--- src/mer_pkg.sv ---
package mer_pkg;

    // Field widths
    localparam int COORD_BITS  = 12;
    localparam int RADIUS_BITS = 10;
    localparam int OUT_W       = COORD_BITS + 1;      // mirrored coordinate
    localparam int OFF_W       = RADIUS_BITS + 1;     // x / y offset
    localparam int SQ_W        = 2 * RADIUS_BITS;     // radius squared
    localparam int STEP_W      = SQ_W + OFF_W + 1;    // 2*r^2*offset
    localparam int HX_W        = OFF_W + 1;           // 2*x+1
    localparam int MUL_W       = 2 * HX_W;            // multiplier operand
    localparam int PROD_W      = 2 * MUL_W;           // multiplier product
    localparam int DEC_W       = 2 * SQ_W + 8;        // decision value

    localparam int S_TDATA_W   = ((2 * COORD_BITS + 2 * RADIUS_BITS + 7) / 8) * 8;
    localparam int M_TDATA_W   = ((4 * OUT_W + 7) / 8) * 8;

    // tdata field offsets, input side
    localparam int S_CX_LSB    = 0;
    localparam int S_CY_LSB    = COORD_BITS;
    localparam int S_RX_LSB    = 2 * COORD_BITS;
    localparam int S_RY_LSB    = 2 * COORD_BITS + RADIUS_BITS;

    // Request kinds carried on s_tuser
    localparam logic REQ_START = 1'b0;
    localparam logic REQ_STEP  = 1'b1;

    typedef enum logic [1:0] {
        PH_IDLE,
        PH_R1,
        PH_R2
    } phase_t;

    typedef enum logic [3:0] {
        ST_IDLE,
        ST_SA,
        ST_SB,
        ST_SC,
        ST_SD,
        ST_R1,
        ST_XA,
        ST_XB,
        ST_XC,
        ST_XD,
        ST_XE,
        ST_XF,
        ST_R2,
        ST_EMIT,
        ST_NULL
    } state_t;

    // Operand pairs for the shared multiplier
    typedef enum logic [3:0] {
        MUL_NONE,
        MUL_RX_RX,
        MUL_RY_RY,
        MUL_RXSQ_RY,
        MUL_HX_HX,
        MUL_RYSQ_PROD,
        MUL_YM_YM,
        MUL_RXSQ_PROD,
        MUL_RXSQ_RYSQ
    } mul_op_t;

    // Register update selects
    typedef enum logic [3:0] {
        UPD_NONE,
        UPD_RXSQ,
        UPD_RYSQ,
        UPD_SETUP,
        UPD_R1,
        UPD_R2,
        UPD_DEC_LOAD,
        UPD_DEC_ADD4,
        UPD_DEC_SUB4,
        UPD_EMIT,
        UPD_EMIT_NULL
    } upd_op_t;

    typedef struct packed {
        logic    latch_in;
        mul_op_t mul_op;
        upd_op_t upd_op;
    } dp_cmd_t;

    typedef struct packed {
        phase_t phase;
        logic   r1_go;      // region 1 continues: step_x < step_y
        logic   out_free;   // output register can take a result
    } dp_status_t;

endpackage

--- src/mer_ctrl.sv ---
module mer_ctrl (
    input  logic                 aclk,
    input  logic                 aresetn,
    input  logic                 s_tvalid,
    input  logic                 s_req,
    output logic                 s_tready,
    input  mer_pkg::dp_status_t  status,
    output mer_pkg::dp_cmd_t     cmd
);

    mer_pkg::state_t state_reg;
    mer_pkg::state_t state_next;

    always_ff @(posedge aclk) begin
        if (!aresetn) begin
            state_reg <= mer_pkg::ST_IDLE;
        end else begin
            state_reg <= state_next;
        end
    end

    always_comb begin
        state_next   = state_reg;
        s_tready     = 1'b0;
        cmd.latch_in = 1'b0;
        cmd.mul_op   = mer_pkg::MUL_NONE;
        cmd.upd_op   = mer_pkg::UPD_NONE;
        case (state_reg)
            mer_pkg::ST_IDLE: begin
                // no transfer is taken while reset is held
                s_tready = aresetn;
                if (s_tvalid && aresetn) begin
                    if (s_req == mer_pkg::REQ_START) begin
                        cmd.latch_in = 1'b1;
                        state_next   = mer_pkg::ST_SA;
                    end else begin
                        case (status.phase)
                            mer_pkg::PH_R1: state_next = status.r1_go ? mer_pkg::ST_R1
                                                                      : mer_pkg::ST_XA;
                            mer_pkg::PH_R2: state_next = mer_pkg::ST_R2;
                            default:        state_next = mer_pkg::ST_NULL;
                        endcase
                    end
                end
            end
            // start: rx^2, ry^2, rx^2*ry, then setup
            mer_pkg::ST_SA: begin
                cmd.mul_op = mer_pkg::MUL_RX_RX;
                state_next = mer_pkg::ST_SB;
            end
            mer_pkg::ST_SB: begin
                cmd.upd_op = mer_pkg::UPD_RXSQ;
                cmd.mul_op = mer_pkg::MUL_RY_RY;
                state_next = mer_pkg::ST_SC;
            end
            mer_pkg::ST_SC: begin
                cmd.upd_op = mer_pkg::UPD_RYSQ;
                cmd.mul_op = mer_pkg::MUL_RXSQ_RY;
                state_next = mer_pkg::ST_SD;
            end
            mer_pkg::ST_SD: begin
                cmd.upd_op = mer_pkg::UPD_SETUP;
                state_next = mer_pkg::ST_EMIT;
            end
            mer_pkg::ST_R1: begin
                cmd.upd_op = mer_pkg::UPD_R1;
                state_next = mer_pkg::ST_EMIT;
            end
            // crossover: ry^2*hx^2 + 4*rx^2*ym^2 - 4*rx^2*ry^2
            mer_pkg::ST_XA: begin
                cmd.mul_op = mer_pkg::MUL_HX_HX;
                state_next = mer_pkg::ST_XB;
            end
            mer_pkg::ST_XB: begin
                cmd.mul_op = mer_pkg::MUL_RYSQ_PROD;
                state_next = mer_pkg::ST_XC;
            end
            mer_pkg::ST_XC: begin
                cmd.upd_op = mer_pkg::UPD_DEC_LOAD;
                cmd.mul_op = mer_pkg::MUL_YM_YM;
                state_next = mer_pkg::ST_XD;
            end
            mer_pkg::ST_XD: begin
                cmd.mul_op = mer_pkg::MUL_RXSQ_PROD;
                state_next = mer_pkg::ST_XE;
            end
            mer_pkg::ST_XE: begin
                cmd.upd_op = mer_pkg::UPD_DEC_ADD4;
                cmd.mul_op = mer_pkg::MUL_RXSQ_RYSQ;
                state_next = mer_pkg::ST_XF;
            end
            mer_pkg::ST_XF: begin
                cmd.upd_op = mer_pkg::UPD_DEC_SUB4;
                state_next = mer_pkg::ST_R2;
            end
            mer_pkg::ST_R2: begin
                cmd.upd_op = mer_pkg::UPD_R2;
                state_next = mer_pkg::ST_EMIT;
            end
            mer_pkg::ST_EMIT: begin
                if (status.out_free) begin
                    cmd.upd_op = mer_pkg::UPD_EMIT;
                    state_next = mer_pkg::ST_IDLE;
                end
            end
            mer_pkg::ST_NULL: begin
                if (status.out_free) begin
                    cmd.upd_op = mer_pkg::UPD_EMIT_NULL;
                    state_next = mer_pkg::ST_IDLE;
                end
            end
            default: begin
                state_next = mer_pkg::ST_IDLE;
            end
        endcase
    end

endmodule

--- src/mer_datapath.sv ---
module mer_datapath (
    input  logic                                   aclk,
    input  logic                                   aresetn,
    input  mer_pkg::dp_cmd_t                       cmd,
    output mer_pkg::dp_status_t                    status,
    input  logic signed [mer_pkg::COORD_BITS-1:0]  center_x,
    input  logic signed [mer_pkg::COORD_BITS-1:0]  center_y,
    input  logic        [mer_pkg::RADIUS_BITS-1:0] radius_x,
    input  logic        [mer_pkg::RADIUS_BITS-1:0] radius_y,
    input  logic                                   m_tready,
    output logic                                   m_tvalid,
    output logic                                   point_valid,
    output logic                                   last_point,
    output logic signed [mer_pkg::OUT_W-1:0]       x_right,
    output logic signed [mer_pkg::OUT_W-1:0]       x_left,
    output logic signed [mer_pkg::OUT_W-1:0]       y_lower,
    output logic signed [mer_pkg::OUT_W-1:0]       y_upper
);

    localparam int DW = mer_pkg::DEC_W;
    localparam int SW = mer_pkg::STEP_W;

    mer_pkg::phase_t                       phase_reg;
    logic                                  m_valid_reg;
    logic        [mer_pkg::OFF_W-1:0]      ox_reg;
    logic        [mer_pkg::OFF_W-1:0]      oy_reg;
    logic        [SW-1:0]                  stx_reg;
    logic        [SW-1:0]                  sty_reg;
    logic signed [DW-1:0]                  dec_reg;
    logic signed [mer_pkg::COORD_BITS-1:0] lcx_reg;
    logic signed [mer_pkg::COORD_BITS-1:0] lcy_reg;
    logic        [mer_pkg::RADIUS_BITS-1:0] rx_reg;
    logic        [mer_pkg::RADIUS_BITS-1:0] ry_reg;
    logic        [mer_pkg::SQ_W-1:0]       rxsq_reg;
    logic        [mer_pkg::SQ_W-1:0]       rysq_reg;
    logic        [mer_pkg::PROD_W-1:0]     prod_reg;
    logic                                  last_reg;
    logic                                  pv_reg;
    logic signed [mer_pkg::OUT_W-1:0]      xr_reg;
    logic signed [mer_pkg::OUT_W-1:0]      xl_reg;
    logic signed [mer_pkg::OUT_W-1:0]      yl_reg;
    logic signed [mer_pkg::OUT_W-1:0]      yu_reg;

    logic [mer_pkg::MUL_W-1:0] mul_a;
    logic [mer_pkg::MUL_W-1:0] mul_b;
    logic [mer_pkg::HX_W-1:0]  hx;
    logic [mer_pkg::OFF_W-1:0] ym;
    logic [SW-1:0]             stx_inc;
    logic [SW-1:0]             sty_dec;
    logic signed [DW-1:0]      rxsq_d;
    logic signed [DW-1:0]      rysq_d;
    logic signed [DW-1:0]      stx_inc_d;
    logic signed [DW-1:0]      sty_dec_d;
    logic signed [DW-1:0]      prod_d;
    logic signed [DW-1:0]      dec_r1;
    logic signed [DW-1:0]      dec_r2;
    logic signed [mer_pkg::OUT_W-1:0] cx_w;
    logic signed [mer_pkg::OUT_W-1:0] cy_w;
    logic signed [mer_pkg::OUT_W-1:0] ox_w;
    logic signed [mer_pkg::OUT_W-1:0] oy_w;

    assign hx = {ox_reg, 1'b1};
    assign ym = oy_reg - mer_pkg::OFF_W'(1);

    always_comb begin
        mul_a = '0;
        mul_b = '0;
        case (cmd.mul_op)
            mer_pkg::MUL_RX_RX: begin
                mul_a = mer_pkg::MUL_W'(rx_reg);
                mul_b = mer_pkg::MUL_W'(rx_reg);
            end
            mer_pkg::MUL_RY_RY: begin
                mul_a = mer_pkg::MUL_W'(ry_reg);
                mul_b = mer_pkg::MUL_W'(ry_reg);
            end
            mer_pkg::MUL_RXSQ_RY: begin
                mul_a = mer_pkg::MUL_W'(rxsq_reg);
                mul_b = mer_pkg::MUL_W'(ry_reg);
            end
            mer_pkg::MUL_HX_HX: begin
                mul_a = mer_pkg::MUL_W'(hx);
                mul_b = mer_pkg::MUL_W'(hx);
            end
            mer_pkg::MUL_RYSQ_PROD: begin
                mul_a = mer_pkg::MUL_W'(rysq_reg);
                mul_b = prod_reg[mer_pkg::MUL_W-1:0];
            end
            mer_pkg::MUL_YM_YM: begin
                mul_a = mer_pkg::MUL_W'(ym);
                mul_b = mer_pkg::MUL_W'(ym);
            end
            mer_pkg::MUL_RXSQ_PROD: begin
                mul_a = mer_pkg::MUL_W'(rxsq_reg);
                mul_b = prod_reg[mer_pkg::MUL_W-1:0];
            end
            mer_pkg::MUL_RXSQ_RYSQ: begin
                mul_a = mer_pkg::MUL_W'(rxsq_reg);
                mul_b = mer_pkg::MUL_W'(rysq_reg);
            end
            default: begin
                mul_a = '0;
                mul_b = '0;
            end
        endcase
    end

    // step terms move by 2*r^2
    assign stx_inc   = stx_reg + SW'({rysq_reg, 1'b0});
    assign sty_dec   = sty_reg - SW'({rxsq_reg, 1'b0});
    assign rxsq_d    = signed'(DW'(rxsq_reg));
    assign rysq_d    = signed'(DW'(rysq_reg));
    assign stx_inc_d = signed'(DW'(stx_inc));
    assign sty_dec_d = signed'(DW'(sty_dec));
    assign prod_d    = signed'(DW'(prod_reg));

    always_comb begin
        if (dec_reg < 0) begin
            dec_r1 = dec_reg + rysq_d + stx_inc_d;
        end else begin
            dec_r1 = dec_reg + rysq_d + stx_inc_d - sty_dec_d;
        end
        if (dec_reg > 0) begin
            dec_r2 = dec_reg + ((rxsq_d - sty_dec_d) <<< 2);
        end else begin
            dec_r2 = dec_reg + ((rxsq_d - sty_dec_d + stx_inc_d) <<< 2);
        end
    end

    // centers sign-extend and offsets zero-extend to the output width
    assign cx_w = mer_pkg::OUT_W'(lcx_reg);
    assign cy_w = mer_pkg::OUT_W'(lcy_reg);
    assign ox_w = signed'(mer_pkg::OUT_W'(ox_reg));
    assign oy_w = signed'(mer_pkg::OUT_W'(oy_reg));

    always_ff @(posedge aclk) begin
        if (!aresetn) begin
            phase_reg   <= mer_pkg::PH_IDLE;
            m_valid_reg <= 1'b0;
        end else begin
            case (cmd.upd_op)
                mer_pkg::UPD_SETUP:    phase_reg <= mer_pkg::PH_R1;
                mer_pkg::UPD_DEC_SUB4: phase_reg <= mer_pkg::PH_R2;
                mer_pkg::UPD_EMIT: begin
                    if (oy_reg == '0) begin
                        phase_reg <= mer_pkg::PH_IDLE;
                    end
                end
                default: ;
            endcase
            // a new result may replace one leaving in the same cycle
            if (cmd.upd_op inside {mer_pkg::UPD_EMIT, mer_pkg::UPD_EMIT_NULL}) begin
                m_valid_reg <= 1'b1;
            end else if (m_tready) begin
                m_valid_reg <= 1'b0;
            end
        end
    end

    always_ff @(posedge aclk) begin
        if (cmd.latch_in) begin
            lcx_reg <= center_x;
            lcy_reg <= center_y;
            rx_reg  <= radius_x;
            ry_reg  <= radius_y;
        end
        if (cmd.mul_op != mer_pkg::MUL_NONE) begin
            prod_reg <= mul_a * mul_b;
        end
        case (cmd.upd_op)
            mer_pkg::UPD_RXSQ: rxsq_reg <= prod_reg[mer_pkg::SQ_W-1:0];
            mer_pkg::UPD_RYSQ: rysq_reg <= prod_reg[mer_pkg::SQ_W-1:0];
            mer_pkg::UPD_SETUP: begin
                // prod holds rx^2*ry
                ox_reg  <= '0;
                oy_reg  <= mer_pkg::OFF_W'(ry_reg);
                stx_reg <= '0;
                sty_reg <= {prod_reg[SW-2:0], 1'b0};
                dec_reg <= rysq_d - prod_d + signed'(DW'(rxsq_reg >> 2));
            end
            mer_pkg::UPD_R1: begin
                ox_reg  <= ox_reg + mer_pkg::OFF_W'(1);
                stx_reg <= stx_inc;
                dec_reg <= dec_r1;
                if (dec_reg >= 0) begin
                    oy_reg  <= oy_reg - mer_pkg::OFF_W'(1);
                    sty_reg <= sty_dec;
                end
            end
            mer_pkg::UPD_R2: begin
                oy_reg  <= oy_reg - mer_pkg::OFF_W'(1);
                sty_reg <= sty_dec;
                dec_reg <= dec_r2;
                if (dec_reg <= 0) begin
                    ox_reg  <= ox_reg + mer_pkg::OFF_W'(1);
                    stx_reg <= stx_inc;
                end
            end
            mer_pkg::UPD_DEC_LOAD: dec_reg <= prod_d;
            mer_pkg::UPD_DEC_ADD4: dec_reg <= dec_reg + (prod_d <<< 2);
            mer_pkg::UPD_DEC_SUB4: dec_reg <= dec_reg - (prod_d <<< 2);
            mer_pkg::UPD_EMIT: begin
                pv_reg   <= 1'b1;
                last_reg <= (oy_reg == '0);
                xr_reg   <= cx_w + ox_w;
                xl_reg   <= cx_w - ox_w;
                yl_reg   <= cy_w + oy_w;
                yu_reg   <= cy_w - oy_w;
            end
            mer_pkg::UPD_EMIT_NULL: begin
                pv_reg   <= 1'b0;
                last_reg <= 1'b0;
                xr_reg   <= '0;
                xl_reg   <= '0;
                yl_reg   <= '0;
                yu_reg   <= '0;
            end
            default: ;
        endcase
    end

    assign status.phase    = phase_reg;
    assign status.r1_go    = (stx_reg < sty_reg);
    assign status.out_free = !m_valid_reg || m_tready;

    assign m_tvalid    = m_valid_reg;
    assign point_valid = pv_reg;
    assign last_point  = last_reg;
    assign x_right     = xr_reg;
    assign x_left      = xl_reg;
    assign y_lower     = yl_reg;
    assign y_upper     = yu_reg;

endmodule

--- src/midpoint_ellipse_rasterizer.sv ---
// Midpoint ellipse rasterizer: one ellipse point per input transfer.
// Input stream (s_*): s_tuser = request kind (0 start, 1 step); s_tdata carries
//   center_x, center_y, radius_x, radius_y, used only on a start transfer.
// Output stream (m_*): one result per input transfer. m_tuser = point_valid,
//   m_tlast = last_point (y offset reached 0), m_tdata = four mirrored coords.
//   A step transfer with no ellipse running returns point_valid=0, all zeros.
// Sequence after accept: a start runs SA to SD, then EMIT; a region step runs
//   R1 or R2, then EMIT; the step that crosses into region 2 runs XA to XF, R2,
//   then EMIT (five passes through the shared multiplier to form the scaled
//   region-2 decision value). One item at a time: no new transfer is taken
//   until the sequencer, which drives the single registered multiplier, is
//   idle again, after EMIT has placed the result in the output register.
// s_tready is high only while the sequencer waits for work; a transfer is taken
//   even while the previous result still sits unclaimed in the output register.
// Receiver stall: the result register holds; the next result waits in the
//   sequencer until m_tready frees the register, so nothing is lost or repeated.
// Reset (aresetn low, synchronous): sequencer idle, no ellipse running, output
//   register empty. No clearing pass is needed.
module midpoint_ellipse_rasterizer (
    input  logic                           aclk,
    input  logic                           aresetn,
    input  logic                           s_tvalid,
    output logic                           s_tready,
    // [11:0] center_x, [23:12] center_y, [33:24] radius_x, [43:34] radius_y
    input  logic [mer_pkg::S_TDATA_W-1:0]  s_tdata,
    // [0] req_type
    input  logic                           s_tuser,
    output logic                           m_tvalid,
    input  logic                           m_tready,
    // [12:0] x_right, [25:13] x_left, [38:26] y_lower, [51:39] y_upper
    output logic [mer_pkg::M_TDATA_W-1:0]  m_tdata,
    // [0] point_valid
    output logic                           m_tuser,
    output logic                           m_tlast
);

    mer_pkg::dp_cmd_t    cmd;
    mer_pkg::dp_status_t status;

    logic signed [mer_pkg::OUT_W-1:0] x_right;
    logic signed [mer_pkg::OUT_W-1:0] x_left;
    logic signed [mer_pkg::OUT_W-1:0] y_lower;
    logic signed [mer_pkg::OUT_W-1:0] y_upper;

    // sequencer: decodes the request and walks setup / step / crossover
    mer_ctrl u_ctrl (
        .aclk     (aclk),
        .aresetn  (aresetn),
        .s_tvalid (s_tvalid),
        .s_req    (s_tuser),
        .s_tready (s_tready),
        .status   (status),
        .cmd      (cmd)
    );

    // state registers, shared multiplier, decision updates, result register
    mer_datapath u_dp (
        .aclk        (aclk),
        .aresetn     (aresetn),
        .cmd         (cmd),
        .status      (status),
        .center_x    (s_tdata[mer_pkg::S_CX_LSB +: mer_pkg::COORD_BITS]),
        .center_y    (s_tdata[mer_pkg::S_CY_LSB +: mer_pkg::COORD_BITS]),
        .radius_x    (s_tdata[mer_pkg::S_RX_LSB +: mer_pkg::RADIUS_BITS]),
        .radius_y    (s_tdata[mer_pkg::S_RY_LSB +: mer_pkg::RADIUS_BITS]),
        .m_tready    (m_tready),
        .m_tvalid    (m_tvalid),
        .point_valid (m_tuser),
        .last_point  (m_tlast),
        .x_right     (x_right),
        .x_left      (x_left),
        .y_lower     (y_lower),
        .y_upper     (y_upper)
    );

    // pack coordinates, zero fill to whole bytes
    assign m_tdata = mer_pkg::M_TDATA_W'({y_upper, y_lower, x_left, x_right});

endmodule

--- config.mk ---
export PLATFORM = sky130hd
export DESIGN_NAME = midpoint_ellipse_rasterizer
export DESIGN_NICKNAME = d
export VERILOG_FILES = /design/src/mer_pkg.sv /design/src/mer_ctrl.sv /design/src/mer_datapath.sv /design/src/midpoint_ellipse_rasterizer.sv
export SDC_FILE = /design/constraint.sdc
export NUM_CORES = 2
export LEC_CHECK = 0
export BUFFER_PORTS_ARGS = -buffer_cell sky130_fd_sc_hd__buf_4
export CORE_MARGIN = 10
export CORE_UTILIZATION = 51
export DETAILED_ROUTE_END_ITERATION = 8
export PLACE_DENSITY = 0.77
export RECOVER_POWER = 25
export SKIP_CTS_REPAIR_TIMING = 1
export SYNTH_ARGS = -nofsm -noshare
export SYNTH_HDL_FRONTEND = slang
export SYNTH_SLANG_ARGS = --single-unit
--- constraint.sdc ---
create_clock -name aclk -period 18.9 [get_ports aclk]
set_input_delay 1.89 -clock aclk [delete_from_list [all_inputs] [get_ports aclk]]
set_output_delay 1.89 -clock aclk [all_outputs]
set_load 0.1 [all_outputs]
==> out/results.tsv <==
stage	metric	value	unit
run_status	status	complete, but fails checks	
run_status	failing checks	max-capacitance violations, max-slew violations	
final_layout	most common cell after layout, fill and taps aside	inv_1	
final_layout	layout filler cell count	8160	
floorplan	Die ar.	0.106	mm²
worst_setup_path	CP delay by family, top	compound AO/OA/AOI/OAI gates	
yosys	syn avg cell area	8.58	µm²
detailed_routing	number of routed nets with antenna violations	0	
floorplan	io pins	113	
yosys	sequential element share of the synthesized area	20.1	%
final_layout	Area growth, synth to finish	7.46	%
yosys	total number of yosys warnings	0	
yosys	Syn Inst Count	5524	
worst_setup_path	Crit path required time	19230	ps
clock_network	CTS tree	yes	
worst_setup_path	critical path class	register to register	
worst_setup_path	WP buf/inv	1	
min_path	worst hold path class	register to register	
placed_design	number of port buffers	104	
detailed_routing	WL per Instance	21.8	µm
yosys	EDFF count, synth	312	
yosys	Yosys top cell by area	edfxtp_1	
yosys	Syn Std Cell Area	0.0474	mm²
clock_network	Root Buffer	clkbuf_16	
timing	Worst slew margin	-62.0	%
clock_network	H-Tree Level Count	2	
yosys	Synth Flop Type	edfxtp_1	
clock_network	CTS Buf Count	39	
timing	fmax	0.0786	GHz
timing	final worst slack	6180	ps
detailed_routing	WL final	148	mm
worst_setup_path	Crit Path Max Fanout	7	
floorplan	CORE AREA	0.0919	mm²
global_route	initial antenna violation count	6	
yosys	synthesis-stage register bit count	319	
timing	Tcrit/Tclk final	67.3	%
worst_setup_path	critical path capture point type	register	
timing	Max Slew Vio Count	128	
final_layout	number of flip-flops in the largest register	48	
yosys	area share of the largest cell type after synthesis	19.8	%
detailed_routing	drt first-iter violations	4897	
final_layout	Net count, final	6473	
worst_setup_path	slowest cell delay on critical path	810	ps
yosys	ys async rst share	0	%
clock_network	clock buffer depth	3	
timing	RSZ-0062 raised after global routing	false	
placed_design	GPL Wtd Cong	0.995	
clock_network	Clock Latency Late Sink	600	ps
timing	min Tclk post-route	12720	ps
global_route	largest net degree at the start of global routing	64	
global_route	first-pass GRT wire length	231	mm
timing	Setup Total Neg Slack	0	ps
yosys	Cell variety after synth	109	
timing	endpoints failing hold	0	
global_route	total grt overflow	0	
detailed_routing	Vias	41700	
final_layout	layout cells sized above 1	5.69	%
floorplan	Die Wd	325	µm
timing	measured slew at the worst slew-check pin	2430	ps
worst_setup_path	Critical Path Most Common Cell	a21o_1	
worst_setup_path	crit path DAT	13050	ps
global_route	total track usage	27.4	%
placed_design	Placement Setup Slack	6440	ps
floorplan	Die Height	325	µm
timing	skew final	23.9	ps
detailed_routing	DR vias/cell	6.13	
detailed_routing	Post-route DRC	0	
clock_network	Clock transition at path regs	60	ps
detailed_routing	first drt pass iteration count	9	
timing	setup violators final	0	
flow_run	MaxCap Viol Count	4	
floorplan	initial cell density of the core	51.6	%
final_layout	most frequent cells in the layout	inv_1, nand2_1, nor2_1	
worst_setup_path	CP startpoint kind	register	
clock_network	TritonCTS Sinks	319	
floorplan	Rows	111	
placed_design	DP HPWL	117	mm
worst_setup_path	CP max stage cell	a2111oi_0	
yosys	dominant cells by area after synthesis	edfxtp_1, fa_1, ha_1	
global_route	vias in the first global route	41200	
## through the flow
stage	std cells	util (%)	hold WS (ps)	instance area (µm²)
2_1_floorplan	5527	-	443	47400
3_3_place_gp	6725	53.9	529	49600
3_5_place_dp	6725	53.9	529	49600
4_1_cts	6797	55.4	539	51000
5_1_grt	6802	55.4	606	50900
6_report	6803	55.4	536	50900
## Yosys cell counts, types with 11 or more instances
cell type	n
nor2_1	528
a221o_1	13
a31oi_1	44
o21a_1	44
o31a_1	12
a21o_1	125
clkbuf_1	198
buf_1	11
edfxtp_1	312
a22oi_1	38
xnor2_1	285
nand2_1	552
a211o_1	12
a211oi_1	34
xor2_1	115
nor4_1	51
fa_1	440
ha_1	457
nand3_1	95
a21oi_1	295
o21ai_0	279
mux2i_1	14
or2_2	19
nand2b_1	78
nand4_1	34
a221oi_1	16
a222oi_1	33
and3_1	44
or3_1	47
o221ai_1	11
o22ai_1	12
o21bai_1	55
o31ai_1	28
inv_1	713
nor2b_1	60
and2_1	57
nor3_1	114
o211ai_1	20
a21boi_0	12
## routing by layer
metal  GRT usage [%]  wire length [µm]  part of all wire (%)
met1            38.0             60000                    40
met4            9.51              5440                   3.7
met3            5.36             18200                    12
met5               0                13                0.0088
met2            42.3             64700                    44
## logic make-up (layout without fill, tap and decap cells)
| logic type | after synthesis | in the layout | share of synthesized area, % |
|---|---|---|---|
| buffers and inverters | 943 | 970 | 7.56 |
| AO/OA/AOI/OAI | 1196 | 1196 | 16.7 |
| flip-flops | 319 | 319 | 20.1 |
| adder cells (fa/ha/maj) | 905 | 905 | 30.8 |
| AND/OR/NAND/NOR | 1742 | 1742 | 17.1 |
| multiplexers | 16 | 16 | 0.343 |
| XOR/XNOR | 402 | 402 | 7.49 |
| other | 1 | 10 | 0.00791 |
## worst min-delay path: stages, from the launching register on
cell     delay [ps]
dfxtp_1         320
a21oi_1         120
nor2b_1          50
## area by class of cell
type / count / area, µm² / area share (%)
multi-input cells: 4265 / 34400 / 67.6
flip-flops and latches: 319 / 9510 / 18.7
inverters: 716 / 2690 / 5.28
well taps: 1243 / 1560 / 3.05
repair buffers: 182 / 1340 / 2.62
clock buffers: 53 / 1080 / 2.12
clock inverters: 19 / 339 / 0.666
diodes: 6 / 15.0 / 0.0295
## path summary, 6_finish.rpt
kind                           from           endpoint  slack (ps)  cells past startpoint
hold reg to reg   u_dp.phase_reg[1]  u_dp.phase_reg[1]         540                      2
hold / removal    u_dp.phase_reg[1]  u_dp.phase_reg[1]         540                      2
setup / recovery   u_dp.rxsq_reg[5]   u_dp.dec_reg[47]        6180                     45
setup reg to reg   u_dp.rxsq_reg[5]   u_dp.dec_reg[47]        6180                     45
Power is not shown: default switching activity piles up to over one toggle a cycle in this logic, so the estimate is an artifact.
